===== src/sv/dwpid_pkg.sv =====
`default_nettype none
package dwpid_pkg;

   // item kinds on the request channel
   typedef enum logic [1:0] {
      KIND_RIGHT_EDGE = 2'd0,
      KIND_LEFT_EDGE  = 2'd1,
      KIND_TICK       = 2'd2,
      KIND_UNUSED     = 2'd3
   } kind_type;

   // register indexes of the csr port
   typedef enum logic [1:0] {
      CSR_KP_GAIN      = 2'd0,
      CSR_KI_DT_GAIN   = 2'd1,
      CSR_KD_RATE_GAIN = 2'd2,
      CSR_COUNT_SCALE  = 2'd3
   } csr_index_type;

   localparam int CSR_INDEX_W = 2;
   localparam int CSR_DATA_W  = 16;

   localparam logic [CSR_DATA_W-1:0] KP_RESET    = 16'd12800;
   localparam logic [CSR_DATA_W-1:0] KI_RESET    = 16'd256;
   localparam logic [CSR_DATA_W-1:0] KD_RESET    = 16'd2560;
   localparam logic [CSR_DATA_W-1:0] SCALE_RESET = 16'd10696;

   localparam int TARGET_W = 16;
   localparam int SPEED_W  = 24;
   localparam int ERR_W    = 25;
   localparam int DIFF_W   = 26;
   localparam int PWM_W    = 8;
   localparam int BRIDGE_W = 2;

   // shared multiplier: signed 17 x 33
   localparam int MUL_A_W = 17;
   localparam int MUL_B_W = 33;
   localparam int PROD_W  = 50;
   localparam int ACC_W   = 64;

   // clipped error sum and its split for the two partial products
   localparam int CLIP_W     = 48;
   localparam int CLIP_SHIFT = 46;
   localparam int SLICE_W    = 24;

   // speed is the rounded integer part of a Q.8 product, duty is the integer part of a Q.16 value
   localparam int SPEED_FRAC = 8;
   localparam int U_FRAC     = 16;

   localparam logic [SPEED_W-1:0]  SPEED_MAX = 24'hFFFFFF;
   localparam logic [PWM_W-1:0]    PWM_MAX   = 8'd255;
   localparam logic [BRIDGE_W-1:0] BRIDGE_P  = 2'b01;
   localparam logic [BRIDGE_W-1:0] BRIDGE_N  = 2'b10;

   localparam int QUEUE_DEPTH = 2;

   typedef struct packed {
      logic [CSR_DATA_W-1:0] kp;
      logic [CSR_DATA_W-1:0] ki;
      logic [CSR_DATA_W-1:0] kd;
      logic [CSR_DATA_W-1:0] scale;
   } cfg_type;

   typedef struct packed {
      logic [TARGET_W-1:0] right_target;
      logic [TARGET_W-1:0] left_target;
      logic                right_dir_p;
      logic                left_dir_p;
   } tick_type;

   localparam int TICK_W = $bits(tick_type);

   typedef enum logic [9:0] {
      ST_IDLE    = 10'b00_0000_0001,
      ST_SPEED   = 10'b00_0000_0010,
      ST_ERROR   = 10'b00_0000_0100,
      ST_MUL_KP  = 10'b00_0000_1000,
      ST_MUL_KD  = 10'b00_0001_0000,
      ST_MUL_KIL = 10'b00_0010_0000,
      ST_MUL_KIH = 10'b00_0100_0000,
      ST_ACC_HI  = 10'b00_1000_0000,
      ST_DUTY    = 10'b01_0000_0000,
      ST_OUTPUT  = 10'b10_0000_0000
   } back_state_type;

endpackage
`default_nettype wire


===== src/sv/dual_wheel_pid_velocity_control.sv =====
// encoder edge transactions: one per cycle unless req_stall is high (queue full), no result
// tick transactions: the result loads into the output register once the output is free;
//   the back end runs eight steps per wheel through one shared 17x33 multiplier,
//   so it finishes one tick before it takes the next, with up to two ticks queued ahead
// reset: synchronous, active high; clears edge counts, error sums, previous errors,
//   queue and result valid flag, and loads the gain and scale reset values
`default_nettype none
module dual_wheel_pid_velocity_control import dwpid_pkg::*; #(
   parameter int COUNT_WIDTH = 16,
   parameter int SUM_WIDTH   = 40
) (
   input  wire logic                   clock,
   input  wire logic                   reset,
   input  wire logic                   req_valid,
   output logic                        req_stall,
   input  wire logic [1:0]             req_kind,
   input  wire logic [TARGET_W-1:0]    req_right_target,
   input  wire logic [TARGET_W-1:0]    req_left_target,
   input  wire logic                   req_right_dir_p,
   input  wire logic                   req_left_dir_p,
   output logic                        rsp_valid,
   input  wire logic                   rsp_stall,
   output logic      [PWM_W-1:0]       rsp_right_pwm,
   output logic      [PWM_W-1:0]       rsp_left_pwm,
   output logic      [BRIDGE_W-1:0]    rsp_right_bridge,
   output logic      [BRIDGE_W-1:0]    rsp_left_bridge,
   output logic      [SPEED_W-1:0]     rsp_right_speed,
   output logic      [SPEED_W-1:0]     rsp_left_speed,
   input  wire logic                   csr_wr_en,
   input  wire logic [CSR_INDEX_W-1:0] csr_index,
   input  wire logic [CSR_DATA_W-1:0]  csr_wdata
);

   localparam int Q_W = 2 * COUNT_WIDTH + TICK_W;

   cfg_type cfg_ff, cfg_in;

   logic                   q_push, q_pop, q_full, q_empty;
   logic [COUNT_WIDTH-1:0] q_wr_cnt_right, q_wr_cnt_left;
   logic [COUNT_WIDTH-1:0] q_rd_cnt_right, q_rd_cnt_left;
   tick_type               q_wr_tick, q_rd_tick;
   logic [Q_W-1:0]         q_wdata, q_rdata;

   always_comb begin
      cfg_in = cfg_ff;
      if (csr_wr_en) begin
         unique case (csr_index_type'(csr_index))
            CSR_KP_GAIN:      cfg_in.kp    = csr_wdata;
            CSR_KI_DT_GAIN:   cfg_in.ki    = csr_wdata;
            CSR_KD_RATE_GAIN: cfg_in.kd    = csr_wdata;
            CSR_COUNT_SCALE:  cfg_in.scale = csr_wdata;
            default: begin
            end
         endcase
      end
   end

   always_ff @(posedge clock) begin
      if (reset) begin
         cfg_ff.kp    <= KP_RESET;
         cfg_ff.ki    <= KI_RESET;
         cfg_ff.kd    <= KD_RESET;
         cfg_ff.scale <= SCALE_RESET;
      end else begin
         cfg_ff <= cfg_in;
      end
   end

   dwpid_front #(
      .COUNT_WIDTH (COUNT_WIDTH)
   ) u_front (
      .clock            (clock),
      .reset            (reset),
      .req_valid        (req_valid),
      .req_stall        (req_stall),
      .req_kind         (req_kind),
      .req_right_target (req_right_target),
      .req_left_target  (req_left_target),
      .req_right_dir_p  (req_right_dir_p),
      .req_left_dir_p   (req_left_dir_p),
      .q_full           (q_full),
      .q_push           (q_push),
      .q_cnt_right      (q_wr_cnt_right),
      .q_cnt_left       (q_wr_cnt_left),
      .q_tick           (q_wr_tick)
   );

   assign q_wdata = {q_wr_cnt_right, q_wr_cnt_left, q_wr_tick};
   assign {q_rd_cnt_right, q_rd_cnt_left, q_rd_tick} = q_rdata;

   dwpid_fifo #(
      .WIDTH (Q_W),
      .DEPTH (QUEUE_DEPTH)
   ) u_queue (
      .clock (clock),
      .reset (reset),
      .push  (q_push),
      .wdata (q_wdata),
      .pop   (q_pop),
      .rdata (q_rdata),
      .full  (q_full),
      .empty (q_empty)
   );

   dwpid_back #(
      .COUNT_WIDTH (COUNT_WIDTH),
      .SUM_WIDTH   (SUM_WIDTH)
   ) u_back (
      .clock            (clock),
      .reset            (reset),
      .cfg              (cfg_ff),
      .q_empty          (q_empty),
      .q_pop            (q_pop),
      .q_cnt_right      (q_rd_cnt_right),
      .q_cnt_left       (q_rd_cnt_left),
      .q_tick           (q_rd_tick),
      .rsp_valid        (rsp_valid),
      .rsp_stall        (rsp_stall),
      .rsp_right_pwm    (rsp_right_pwm),
      .rsp_left_pwm     (rsp_left_pwm),
      .rsp_right_bridge (rsp_right_bridge),
      .rsp_left_bridge  (rsp_left_bridge),
      .rsp_right_speed  (rsp_right_speed),
      .rsp_left_speed   (rsp_left_speed)
   );

   a_no_queue_overflow: assert property (@(posedge clock) disable iff (reset)
      !(q_push && q_full))
      else $error("tick pushed into a full queue");

   a_no_queue_underflow: assert property (@(posedge clock) disable iff (reset)
      !(q_pop && q_empty))
      else $error("back end popped an empty queue");

   a_bridge_code: assert property (@(posedge clock) disable iff (reset)
      rsp_valid |-> ((rsp_right_bridge == BRIDGE_P || rsp_right_bridge == BRIDGE_N)
                  && (rsp_left_bridge == BRIDGE_P || rsp_left_bridge == BRIDGE_N)))
      else $error("bridge output is not a legal direction code");

endmodule
`default_nettype wire


===== src/sv/dwpid_fifo.sv =====
`default_nettype none
module dwpid_fifo #(
   parameter int WIDTH = 8,
   parameter int DEPTH = 2
) (
   input  wire logic             clock,
   input  wire logic             reset,
   input  wire logic             push,
   input  wire logic [WIDTH-1:0] wdata,
   input  wire logic             pop,
   output logic      [WIDTH-1:0] rdata,
   output logic                  full,
   output logic                  empty
);

   localparam int PTR_W = (DEPTH > 1) ? $clog2(DEPTH) : 1;
   localparam int CNT_W = $clog2(DEPTH + 1);

   logic [WIDTH-1:0] mem_ff [DEPTH];
   logic [PTR_W-1:0] wr_ptr_ff, wr_ptr_in;
   logic [PTR_W-1:0] rd_ptr_ff, rd_ptr_in;
   logic [CNT_W-1:0] count_ff, count_in;

   assign full  = (count_ff == CNT_W'(DEPTH));
   assign empty = (count_ff == '0);
   assign rdata = mem_ff[rd_ptr_ff];

   always_comb begin
      wr_ptr_in = wr_ptr_ff;
      rd_ptr_in = rd_ptr_ff;
      count_in  = count_ff;
      if (push) begin
         wr_ptr_in = (wr_ptr_ff == PTR_W'(DEPTH - 1)) ? '0 : wr_ptr_ff + PTR_W'(1);
      end
      if (pop) begin
         rd_ptr_in = (rd_ptr_ff == PTR_W'(DEPTH - 1)) ? '0 : rd_ptr_ff + PTR_W'(1);
      end
      if (push && !pop) begin
         count_in = count_ff + CNT_W'(1);
      end else if (pop && !push) begin
         count_in = count_ff - CNT_W'(1);
      end
   end

   always_ff @(posedge clock) begin
      if (reset) begin
         wr_ptr_ff <= '0;
         rd_ptr_ff <= '0;
         count_ff  <= '0;
      end else begin
         wr_ptr_ff <= wr_ptr_in;
         rd_ptr_ff <= rd_ptr_in;
         count_ff  <= count_in;
      end
   end

   always_ff @(posedge clock) begin
      if (push) begin
         mem_ff[wr_ptr_ff] <= wdata;
      end
   end

endmodule
`default_nettype wire


===== src/sv/dwpid_front.sv =====
`default_nettype none
module dwpid_front import dwpid_pkg::*; #(
   parameter int COUNT_WIDTH = 16
) (
   input  wire logic                   clock,
   input  wire logic                   reset,
   input  wire logic                   req_valid,
   output logic                        req_stall,
   input  wire logic [1:0]             req_kind,
   input  wire logic [TARGET_W-1:0]    req_right_target,
   input  wire logic [TARGET_W-1:0]    req_left_target,
   input  wire logic                   req_right_dir_p,
   input  wire logic                   req_left_dir_p,
   input  wire logic                   q_full,
   output logic                        q_push,
   output logic      [COUNT_WIDTH-1:0] q_cnt_right,
   output logic      [COUNT_WIDTH-1:0] q_cnt_left,
   output tick_type                    q_tick
);

   logic                   accept;
   kind_type               kind;
   logic [COUNT_WIDTH-1:0] cnt_right_ff, cnt_right_in;
   logic [COUNT_WIDTH-1:0] cnt_left_ff, cnt_left_in;

   assign req_stall = q_full;
   assign accept    = req_valid && !req_stall;
   assign kind      = kind_type'(req_kind);

   always_comb begin
      cnt_right_in = cnt_right_ff;
      cnt_left_in  = cnt_left_ff;
      q_push       = 1'b0;
      if (accept) begin
         unique case (kind)
            KIND_RIGHT_EDGE: begin
               if (cnt_right_ff != '1) begin
                  cnt_right_in = cnt_right_ff + COUNT_WIDTH'(1);
               end
            end
            KIND_LEFT_EDGE: begin
               if (cnt_left_ff != '1) begin
                  cnt_left_in = cnt_left_ff + COUNT_WIDTH'(1);
               end
            end
            KIND_TICK: begin
               // the counts of this interval travel with the tick
               q_push       = 1'b1;
               cnt_right_in = '0;
               cnt_left_in  = '0;
            end
            KIND_UNUSED: begin
            end
            default: begin
            end
         endcase
      end
   end

   assign q_cnt_right         = cnt_right_ff;
   assign q_cnt_left          = cnt_left_ff;
   assign q_tick.right_target = req_right_target;
   assign q_tick.left_target  = req_left_target;
   assign q_tick.right_dir_p  = req_right_dir_p;
   assign q_tick.left_dir_p   = req_left_dir_p;

   always_ff @(posedge clock) begin
      if (reset) begin
         cnt_right_ff <= '0;
         cnt_left_ff  <= '0;
      end else begin
         cnt_right_ff <= cnt_right_in;
         cnt_left_ff  <= cnt_left_in;
      end
   end

endmodule
`default_nettype wire


===== src/sv/dwpid_back.sv =====
`default_nettype none
module dwpid_back import dwpid_pkg::*; #(
   parameter int COUNT_WIDTH = 16,
   parameter int SUM_WIDTH   = 40
) (
   input  wire logic                   clock,
   input  wire logic                   reset,
   input  wire cfg_type                cfg,
   input  wire logic                   q_empty,
   output logic                        q_pop,
   input  wire logic [COUNT_WIDTH-1:0] q_cnt_right,
   input  wire logic [COUNT_WIDTH-1:0] q_cnt_left,
   input  wire tick_type               q_tick,
   output logic                        rsp_valid,
   input  wire logic                   rsp_stall,
   output logic      [PWM_W-1:0]       rsp_right_pwm,
   output logic      [PWM_W-1:0]       rsp_left_pwm,
   output logic      [BRIDGE_W-1:0]    rsp_right_bridge,
   output logic      [BRIDGE_W-1:0]    rsp_left_bridge,
   output logic      [SPEED_W-1:0]     rsp_right_speed,
   output logic      [SPEED_W-1:0]     rsp_left_speed
);

   localparam int XW = (SUM_WIDTH > CLIP_W) ? SUM_WIDTH : CLIP_W;

   back_state_type state_ff, state_in;
   logic           wheel_ff, wheel_in;

   // job in work
   logic [COUNT_WIDTH-1:0] cnt_right_ff, cnt_left_ff;
   tick_type               tick_ff;

   // datapath
   logic signed [MUL_A_W-1:0] mul_a;
   logic signed [MUL_B_W-1:0] mul_b;
   logic signed [PROD_W-1:0]  prod_ff, prod_in;
   logic signed [ACC_W-1:0]   acc_ff, acc_in;
   logic signed [ERR_W-1:0]   err_ff, err_new;
   logic signed [DIFF_W-1:0]  diff_ff, diff_new;
   logic signed [CLIP_W-1:0]  clip_ff, clip_new;
   logic [SPEED_W-1:0]        spd_right_ff, spd_left_ff, speed_new;
   logic [PWM_W-1:0]          pwm_right_ff, pwm_left_ff, duty;

   // per-wheel loop state
   logic signed [SUM_WIDTH-1:0] sum_ff [2];
   logic signed [ERR_W-1:0]     prev_ff [2];
   logic signed [SUM_WIDTH-1:0] sum_new;

   logic [COUNT_WIDTH-1:0] cnt_sel;
   logic [TARGET_W-1:0]    target_sel;
   logic [PROD_W-1:0]      rounded;
   logic signed [SUM_WIDTH:0] sum_wide;
   logic signed [XW-1:0]   sum_x, clip_lim, clip_neg;

   // result register
   logic                rsp_valid_ff, rsp_valid_in;
   logic                out_free, out_load;
   logic [PWM_W-1:0]    rsp_right_pwm_ff, rsp_left_pwm_ff;
   logic [BRIDGE_W-1:0] rsp_right_bridge_ff, rsp_left_bridge_ff;
   logic [SPEED_W-1:0]  rsp_right_speed_ff, rsp_left_speed_ff;

   assign cnt_sel    = wheel_ff ? cnt_left_ff : cnt_right_ff;
   assign target_sel = wheel_ff ? tick_ff.left_target : tick_ff.right_target;

   // shared multiplier operand select
   always_comb begin
      mul_a = '0;
      mul_b = '0;
      unique case (state_ff)
         ST_SPEED: begin
            mul_a = $signed({1'b0, cfg.scale});
            mul_b = $signed({{(MUL_B_W - COUNT_WIDTH){1'b0}}, cnt_sel});
         end
         ST_MUL_KP: begin
            mul_a = $signed({1'b0, cfg.kp});
            mul_b = MUL_B_W'(err_ff);
         end
         ST_MUL_KD: begin
            mul_a = $signed({1'b0, cfg.kd});
            mul_b = MUL_B_W'(diff_ff);
         end
         ST_MUL_KIL: begin
            mul_a = $signed({1'b0, cfg.ki});
            mul_b = $signed({{(MUL_B_W - SLICE_W){1'b0}}, clip_ff[SLICE_W-1:0]});
         end
         ST_MUL_KIH: begin
            mul_a = $signed({1'b0, cfg.ki});
            mul_b = MUL_B_W'($signed(clip_ff[CLIP_W-1:SLICE_W]));
         end
         ST_IDLE, ST_ERROR, ST_ACC_HI, ST_DUTY, ST_OUTPUT: begin
         end
         default: begin
         end
      endcase
   end

   assign prod_in = PROD_W'(mul_a) * PROD_W'(mul_b);

   // speed with rounding and saturation, error, saturating sum
   always_comb begin
      rounded   = prod_ff + PROD_W'(1 << (SPEED_FRAC - 1));
      speed_new = (|rounded[PROD_W-1:SPEED_W+SPEED_FRAC]) ? SPEED_MAX
                : rounded[SPEED_W+SPEED_FRAC-1:SPEED_FRAC];
      err_new   = ERR_W'(target_sel) - ERR_W'(speed_new);
      diff_new  = DIFF_W'(err_new) - DIFF_W'(prev_ff[wheel_ff]);
      sum_wide  = (SUM_WIDTH + 1)'(sum_ff[wheel_ff]) + (SUM_WIDTH + 1)'(err_new);
      if (sum_wide[SUM_WIDTH] != sum_wide[SUM_WIDTH-1]) begin
         sum_new = sum_wide[SUM_WIDTH] ? {1'b1, {(SUM_WIDTH - 1){1'b0}}}
                                       : {1'b0, {(SUM_WIDTH - 1){1'b1}}};
      end else begin
         sum_new = sum_wide[SUM_WIDTH-1:0];
      end
   end

   // sum limited to +-2^46 before it meets the integral gain
   always_comb begin
      sum_x    = XW'(sum_ff[wheel_ff]);
      clip_lim = XW'(1) <<< CLIP_SHIFT;
      clip_neg = -clip_lim;
      if (sum_x > clip_lim) begin
         clip_new = clip_lim[CLIP_W-1:0];
      end else if (sum_x < clip_neg) begin
         clip_new = clip_neg[CLIP_W-1:0];
      end else begin
         clip_new = sum_x[CLIP_W-1:0];
      end
   end

   always_comb begin
      if (acc_ff[ACC_W-1] || acc_ff == '0) begin
         duty = '0;
      end else if (|acc_ff[ACC_W-2:PWM_W+U_FRAC]) begin
         duty = PWM_MAX;
      end else begin
         duty = acc_ff[PWM_W+U_FRAC-1:U_FRAC];
      end
   end

   // ST_MUL_KD loads, and ST_MUL_KIL to ST_ACC_HI add, the product started in the state before it
   always_comb begin
      acc_in = acc_ff;
      unique case (state_ff)
         ST_MUL_KD:  acc_in = ACC_W'(prod_ff);
         ST_MUL_KIL: acc_in = acc_ff + ACC_W'(prod_ff);
         ST_MUL_KIH: acc_in = acc_ff + ACC_W'(prod_ff);
         ST_ACC_HI:  acc_in = acc_ff + (ACC_W'(prod_ff) <<< SLICE_W);
         ST_IDLE, ST_SPEED, ST_ERROR, ST_MUL_KP, ST_DUTY, ST_OUTPUT: begin
         end
         default: begin
         end
      endcase
   end

   assign out_free = !rsp_valid_ff || !rsp_stall;

   always_comb begin
      state_in = state_ff;
      wheel_in = wheel_ff;
      q_pop    = 1'b0;
      out_load = 1'b0;
      unique case (state_ff)
         ST_IDLE: begin
            if (!q_empty) begin
               q_pop    = 1'b1;
               wheel_in = 1'b0;
               state_in = ST_SPEED;
            end
         end
         ST_SPEED:   state_in = ST_ERROR;
         ST_ERROR:   state_in = ST_MUL_KP;
         ST_MUL_KP:  state_in = ST_MUL_KD;
         ST_MUL_KD:  state_in = ST_MUL_KIL;
         ST_MUL_KIL: state_in = ST_MUL_KIH;
         ST_MUL_KIH: state_in = ST_ACC_HI;
         ST_ACC_HI:  state_in = ST_DUTY;
         ST_DUTY: begin
            if (!wheel_ff) begin
               wheel_in = 1'b1;
               state_in = ST_SPEED;
            end else begin
               state_in = ST_OUTPUT;
            end
         end
         ST_OUTPUT: begin
            if (out_free) begin
               out_load = 1'b1;
               state_in = ST_IDLE;
            end
         end
         default: state_in = ST_IDLE;
      endcase
   end

   always_comb begin
      rsp_valid_in = rsp_valid_ff;
      if (out_load) begin
         rsp_valid_in = 1'b1;
      end else if (rsp_valid_ff && !rsp_stall) begin
         rsp_valid_in = 1'b0;
      end
   end

   always_ff @(posedge clock) begin
      if (reset) begin
         state_ff     <= ST_IDLE;
         wheel_ff     <= 1'b0;
         rsp_valid_ff <= 1'b0;
         sum_ff       <= '{default: '0};
         prev_ff      <= '{default: '0};
      end else begin
         state_ff     <= state_in;
         wheel_ff     <= wheel_in;
         rsp_valid_ff <= rsp_valid_in;
         if (state_ff == ST_ERROR) begin
            sum_ff[wheel_ff]  <= sum_new;
            prev_ff[wheel_ff] <= err_new;
         end
      end
   end

   always_ff @(posedge clock) begin
      prod_ff <= prod_in;
      acc_ff  <= acc_in;
      if (q_pop) begin
         cnt_right_ff <= q_cnt_right;
         cnt_left_ff  <= q_cnt_left;
         tick_ff      <= q_tick;
      end
      if (state_ff == ST_ERROR) begin
         err_ff  <= err_new;
         diff_ff <= diff_new;
         if (wheel_ff) begin
            spd_left_ff <= speed_new;
         end else begin
            spd_right_ff <= speed_new;
         end
      end
      if (state_ff == ST_MUL_KP) begin
         clip_ff <= clip_new;
      end
      if (state_ff == ST_DUTY) begin
         if (wheel_ff) begin
            pwm_left_ff <= duty;
         end else begin
            pwm_right_ff <= duty;
         end
      end
      if (out_load) begin
         rsp_right_pwm_ff    <= pwm_right_ff;
         rsp_left_pwm_ff     <= pwm_left_ff;
         rsp_right_bridge_ff <= tick_ff.right_dir_p ? BRIDGE_P : BRIDGE_N;
         rsp_left_bridge_ff  <= tick_ff.left_dir_p ? BRIDGE_P : BRIDGE_N;
         rsp_right_speed_ff  <= spd_right_ff;
         rsp_left_speed_ff   <= spd_left_ff;
      end
   end

   assign rsp_valid        = rsp_valid_ff;
   assign rsp_right_pwm    = rsp_right_pwm_ff;
   assign rsp_left_pwm     = rsp_left_pwm_ff;
   assign rsp_right_bridge = rsp_right_bridge_ff;
   assign rsp_left_bridge  = rsp_left_bridge_ff;
   assign rsp_right_speed  = rsp_right_speed_ff;
   assign rsp_left_speed   = rsp_left_speed_ff;

endmodule
`default_nettype wire


===== config.mk =====
export PLATFORM = sky130hd
export DESIGN_NAME = dual_wheel_pid_velocity_control
export DESIGN_NICKNAME = d
export VERILOG_FILES = /design/src/sv/dwpid_pkg.sv /design/src/sv/dual_wheel_pid_velocity_control.sv /design/src/sv/dwpid_fifo.sv /design/src/sv/dwpid_front.sv /design/src/sv/dwpid_back.sv
export SDC_FILE = /design/constraint.sdc
export NUM_CORES = 2
export LEC_CHECK = 0
export BUFFER_PORTS_ARGS = -buffer_cell sky130_fd_sc_hd__buf_2
export CAP_MARGIN = 20
export CORE_MARGIN = 2
export CORE_UTILIZATION = 45
export DETAILED_ROUTE_END_ITERATION = 16
export GPL_TIMING_DRIVEN = 0
export HOLD_SLACK_MARGIN = 0.02
export PLACE_DENSITY_LB_ADDON = 0.2
export SYNTH_ARGS = -nofsm -noshare
export SYNTH_HDL_FRONTEND = slang
export SYNTH_HIERARCHICAL = 1
export SYNTH_SLANG_ARGS = --single-unit

===== constraint.sdc =====
create_clock -name clock -period 13.2 [get_ports clock]
set_input_delay 2.64 -clock clock [delete_from_list [all_inputs] [get_ports clock]]
set_output_delay 2.64 -clock clock [all_outputs]
set_load 0.01 [all_outputs]

==> load_flow_metrics.sql <==
INSERT INTO impl_metrics (metric_group, metric, value, unit) VALUES
('final_layout', 'synthToLayoutAreaGrowth', '10.9', '%'),
('synthesis', 'synth-seq-cells', '778', ''),
('synthesis', 'post_synth_fa_ha_maj_area_fraction', '22.1', '%'),
('power_and_ir_drop', 'p_comb_share', '21.6', '%'),
('placement', 'detailed_place.area', '58000', 'sq um'),
('timing', 'final.setup_skew', '0.0626', 'ns'),
('placement', 'dp_worst_setup_slack', '1.64', 'ns'),
('status', 'run_status', 'complete, but fails checks', ''),
('final_layout', 'final_common_cell', 'nand2_1', ''),
('synthesis', 'postSynthNetCount', '6264', ''),
('critical_path', 'timing.setup.critical_path_class', 'flop to flop', ''),
('grt', 'vias_in_the_first_global_route', '41200', ''),
('timing', 'timing_worst_slew_pin_value', '1.53', 'ns'),
('floorplan', 'die-height', '354', 'microns'),
('power_and_ir_drop', 'clockPowerShare', '37.1', '%'),
('detailed_routing', 'dr.pass1.iters', '6', ''),
('synthesis', 'syn_area_per_cell', '10.0', 'sq um'),
('synthesis', 'synth.area.mux_share', '4.58', '%'),
('detailed_routing', 'post-route-drc-count', '0', ''),
('synthesis', 'ys_dominant_reg_cell', 'edfxtp_1', ''),
('clock_network', 'post-cts-setup-buffers', '0', ''),
('clock_network', 'clk_root_buffer_cell', 'clkbuf_16', ''),
('synthesis', 'share_of_the_synthesized_area_in_compound_gates_ao_oa_aoi_oai', '12.4', '%'),
('critical_path', 'timing.critical_path.from', 'u_back/prod_ff[18]', ''),
('power_and_ir_drop', 'power.static_leakage', '25.6', 'nW'),
('run', 'cap_violations', '0', ''),
('timing', 'fmaxAchievable', '83.2', 'MHz'),
('synthesis', 'asyncSetResetFlopFracSynth', '0', '%'),
('clock_network', 'cts.htree.levels', '3', ''),
('placement', 'post-dp-hpwl', '131000', 'microns'),
('clock_network', 'cts_tree', 'built', ''),
('min_path', 'hp-start', 'u_back/spd_right_ff[7]', ''),
('timing', 'layout_min_cycle_time', '12.02', 'ns'),
('power_and_ir_drop', 'worst_ir_drop_on_vdd', '0.000136', 'V'),
('final_layout', 'layout.nets', '6478', ''),
('timing', 'rsz_0062_raised_after_global_routing', 'no', ''),
('detailed_routing', 'final_wirelength', '167000', 'microns'),
('timing', 'fin_setup_tns', '0', 'ns'),
('grt', 'grt_start_max_net_pins', '36', ''),
('timing', 'slew_viol_final', '12', ''),
('critical_path', 'critical_path.reg2reg.startpoint', 'u_back/prod_ff[18]', ''),
('critical_path', 'worst_path_largest_cell_delay', '0.88', 'ns'),
('power_and_ir_drop', 'power_frac_seq', '41.3', '%'),
('power_and_ir_drop', 'internal_power', '4.68', 'mW'),
('status', 'violations', 'max-slew violations', ''),
('floorplan', 'chip_width', '354', 'microns'),
('floorplan', 'die_ar', '125000', 'sq um'),
('placement', 'numPortBuffers', '94', ''),
('grt', 'grt_overflow', '0', ''),
('synthesis', 'seq_area_frac_synth', '37.1', '%'),
('grt', 'gr-usage-met2', '42.0', '%'),
('detailed_routing', 'drt.antenna.violating_nets', '0', ''),
('critical_path', 'timing.critical_path.arrival', '12.67', 'ns'),
('grt', 'gr-usage-met1', '36.1', '%'),
('placement', 'gp_routability_congestion', '0.984', ''),
('timing', 'report.final.hold_viol_count', '0', ''),
('clock_network', 'ctsHoldBuffers', '0', ''),
('clock_network', 'clk_pin_slew', '0.06', 'ns'),
('power_and_ir_drop', 'power_density', '110', 'nW/um^2'),
('synthesis', 'synthDistinctLibCells', '100', ''),
('critical_path', 'timing.critical_path.fanout_max', '10', ''),
('final_layout', 'final_layout_size_suffix_gt1_share', '9.14', '%'),
('timing', 'slew_headroom', '-2.13', '%'),
('grt', 'track_usage', '26.3', '%'),
('clock_network', 'clock_network_latency_to_the_later_pin_of_the_worst_skew_pair', '0.72', 'ns'),
('final_layout', 'layout.cells.most_common_list', 'nand2_1 (615), inv_1 (609), edfxtp_1 (485)', ''),
('power_and_ir_drop', 'swShare', '30.5', '%'),
('grt', 'grt_pass1_wl', '251000', 'microns'),
('synthesis', 'synth_top_family_by_area', 'adder cells', ''),
('floorplan', 'floorplan.core_area', '122000', 'sq um'),
('detailed_routing', 'drt_iter0_markers', '3973', '');
[cell usage after synthesis (all sizes together) (15+ instances only)]
| library cell | n | share of area [%] |
|---|---|---|
| edfxtp | 485 | 26 |
| a21oi | 306 | 2.8 |
| nand3 | 111 | 1.0 |
| clkbuf | 159 | 1.1 |
| a222oi | 21 | 0.38 |
| a31oi | 39 | 0.44 |
| inv | 611 | 4.2 |
| nor3 | 49 | 0.49 |
| xor2 | 90 | 1.4 |
| and4 | 26 | 0.42 |
| o21a | 33 | 0.45 |
| ha | 297 | 6.8 |
| xnor2 | 140 | 2.3 |
| and3 | 49 | 0.56 |
| a21boi | 15 | 0.20 |
| and2 | 47 | 0.54 |
| nor4 | 23 | 0.29 |
| nand4 | 54 | 0.63 |
| dfxtp | 293 | 11 |
| mux2 | 126 | 2.6 |
| o211ai | 25 | 0.34 |
| nor2b | 46 | 0.54 |
| a22o | 15 | 0.24 |
| buf | 82 | 1.0 |
| a22oi | 30 | 0.41 |
| nand2 | 619 | 4.3 |
| mux2i | 110 | 2.0 |
| nor3b | 21 | 0.31 |
| nand3b | 23 | 0.31 |
| a21o | 125 | 1.7 |
| o21ai | 263 | 2.4 |
| nand2b | 109 | 1.2 |
| o21bai | 33 | 0.45 |
| fa | 420 | 15 |
| nor2 | 375 | 2.6 |
| a211oi | 36 | 0.49 |
[cells by family (layout without fill, tap and decap cells)]
logic type               count (synthesis)  in the layout
other                                    0              2
AO/OA/AOI/OAI                         1069           1069
buffers and inverters                  852           1142
adder cells (fa/ha/maj)                721            721
XOR/XNOR                               230            230
AND/OR/NAND/NOR                       1602           1602
multiplexers                           236            236
flip-flops                             778            778
[area by class of cell]
type / instances / area [sq um]
Antenna cell: 2 / 5.00
Buffer: 241 / 1150
Clock buffer: 116 / 2400
Clock inverter: 51 / 599
Fill cell: 11200 / 60500
Inverter: 611 / 2290
Multi-Input combinational cell: 3858 / 31200
Sequential cell: 778 / 20400
Tap cell: 1625 / 2030
Timing Repair Buffer: 123 / 900
[power groups by stage]
| stage | logic [mW] | registers, mW | clock network [mW] |
|---|---|---|---|
| final | 1.45 | 2.78 | 2.50 |
| after global routing | 1.57 | 2.79 | 2.65 |
| after CTS | 1.44 | 2.78 | 2.55 |
| after detailed placement | 1.43 | 2.84 | 0 |
| after global placement | 1.38 | 2.85 | 0 |
| after floorplan | 0.960 | 2.84 | 0 |
[path summary, 6_finish.rpt]
kind	slack, ns	cells past startpoint	end
worst min register to register	0.42	0	u_back/rsp_right_speed[7]
worst min-delay path	0.42	0	u_back/rsp_right_speed[7]
worst max register to register	1.18	31	u_back/sum_ff[7]
worst max-delay path	1.18	31	u_back/sum_ff[7]
[per-layer routing]
layer | share of wire [%] | routed length [microns] | vias up
met1 | 44 | 72500 | 20500
met2 | 46 | 75900 | 1459
met3 | 6.7 | 11100 | 299
li1 | - | - | 19300
met5 | 0.016 | 27 | -
met4 | 4.2 | 7010 | 4
[critical path, delay by kind of cell, from the launching register on]
kind / cells / cell delay, ns
flip-flops: 1 / 0.75
AND/OR/NAND/NOR: 10 / 3.25
AO/OA/AOI/OAI: 13 / 5.35
multiplexers: 1 / 0.27
XOR/XNOR: 2 / 0.57
adder cells (fa/ha/maj): 2 / 0.73
buffers and inverters: 3 / 1.03
[through the flow]
stage | power, mW | utilization (%) | cells | hold WS (ns)
floorplan | 3.80 | - | 5488 | 0.400
global placement | 4.23 | 47.3 | 7207 | 0.401
detailed placement | 4.26 | 47.7 | 7234 | 0.405
CTS | 6.77 | 50.2 | 7401 | 0.417
global route | 7.00 | 50.2 | 7403 | 0.423
finish | 6.73 | 50.2 | 7405 | 0.416
[registers in the layout (all words and copies together) (netlist names), 10 cells and up, named ones only]
register / flops
u_back/cnt_left_ff: 16
u_back/acc_ff: 64
cfg_ff: 64
u_queue/mem_ff: 132
u_back/state_ff: 10
u_front/q_cnt_right: 16
u_back/prod_ff: 50
u_back/prev_ff: 50
u_back/rsp_right_speed: 24
u_back/sum_ff: 80
u_back/spd_right_ff: 24
u_back/diff_ff: 26
u_back/cnt_right_ff: 16
u_back/rsp_left_speed: 24
u_back/spd_left_ff: 24
u_back/err_ff: 25
u_front/q_cnt_left: 16
u_back/tick_ff: 34
u_back/clip_ff: 40
Power figures use the tool's default switching activity.
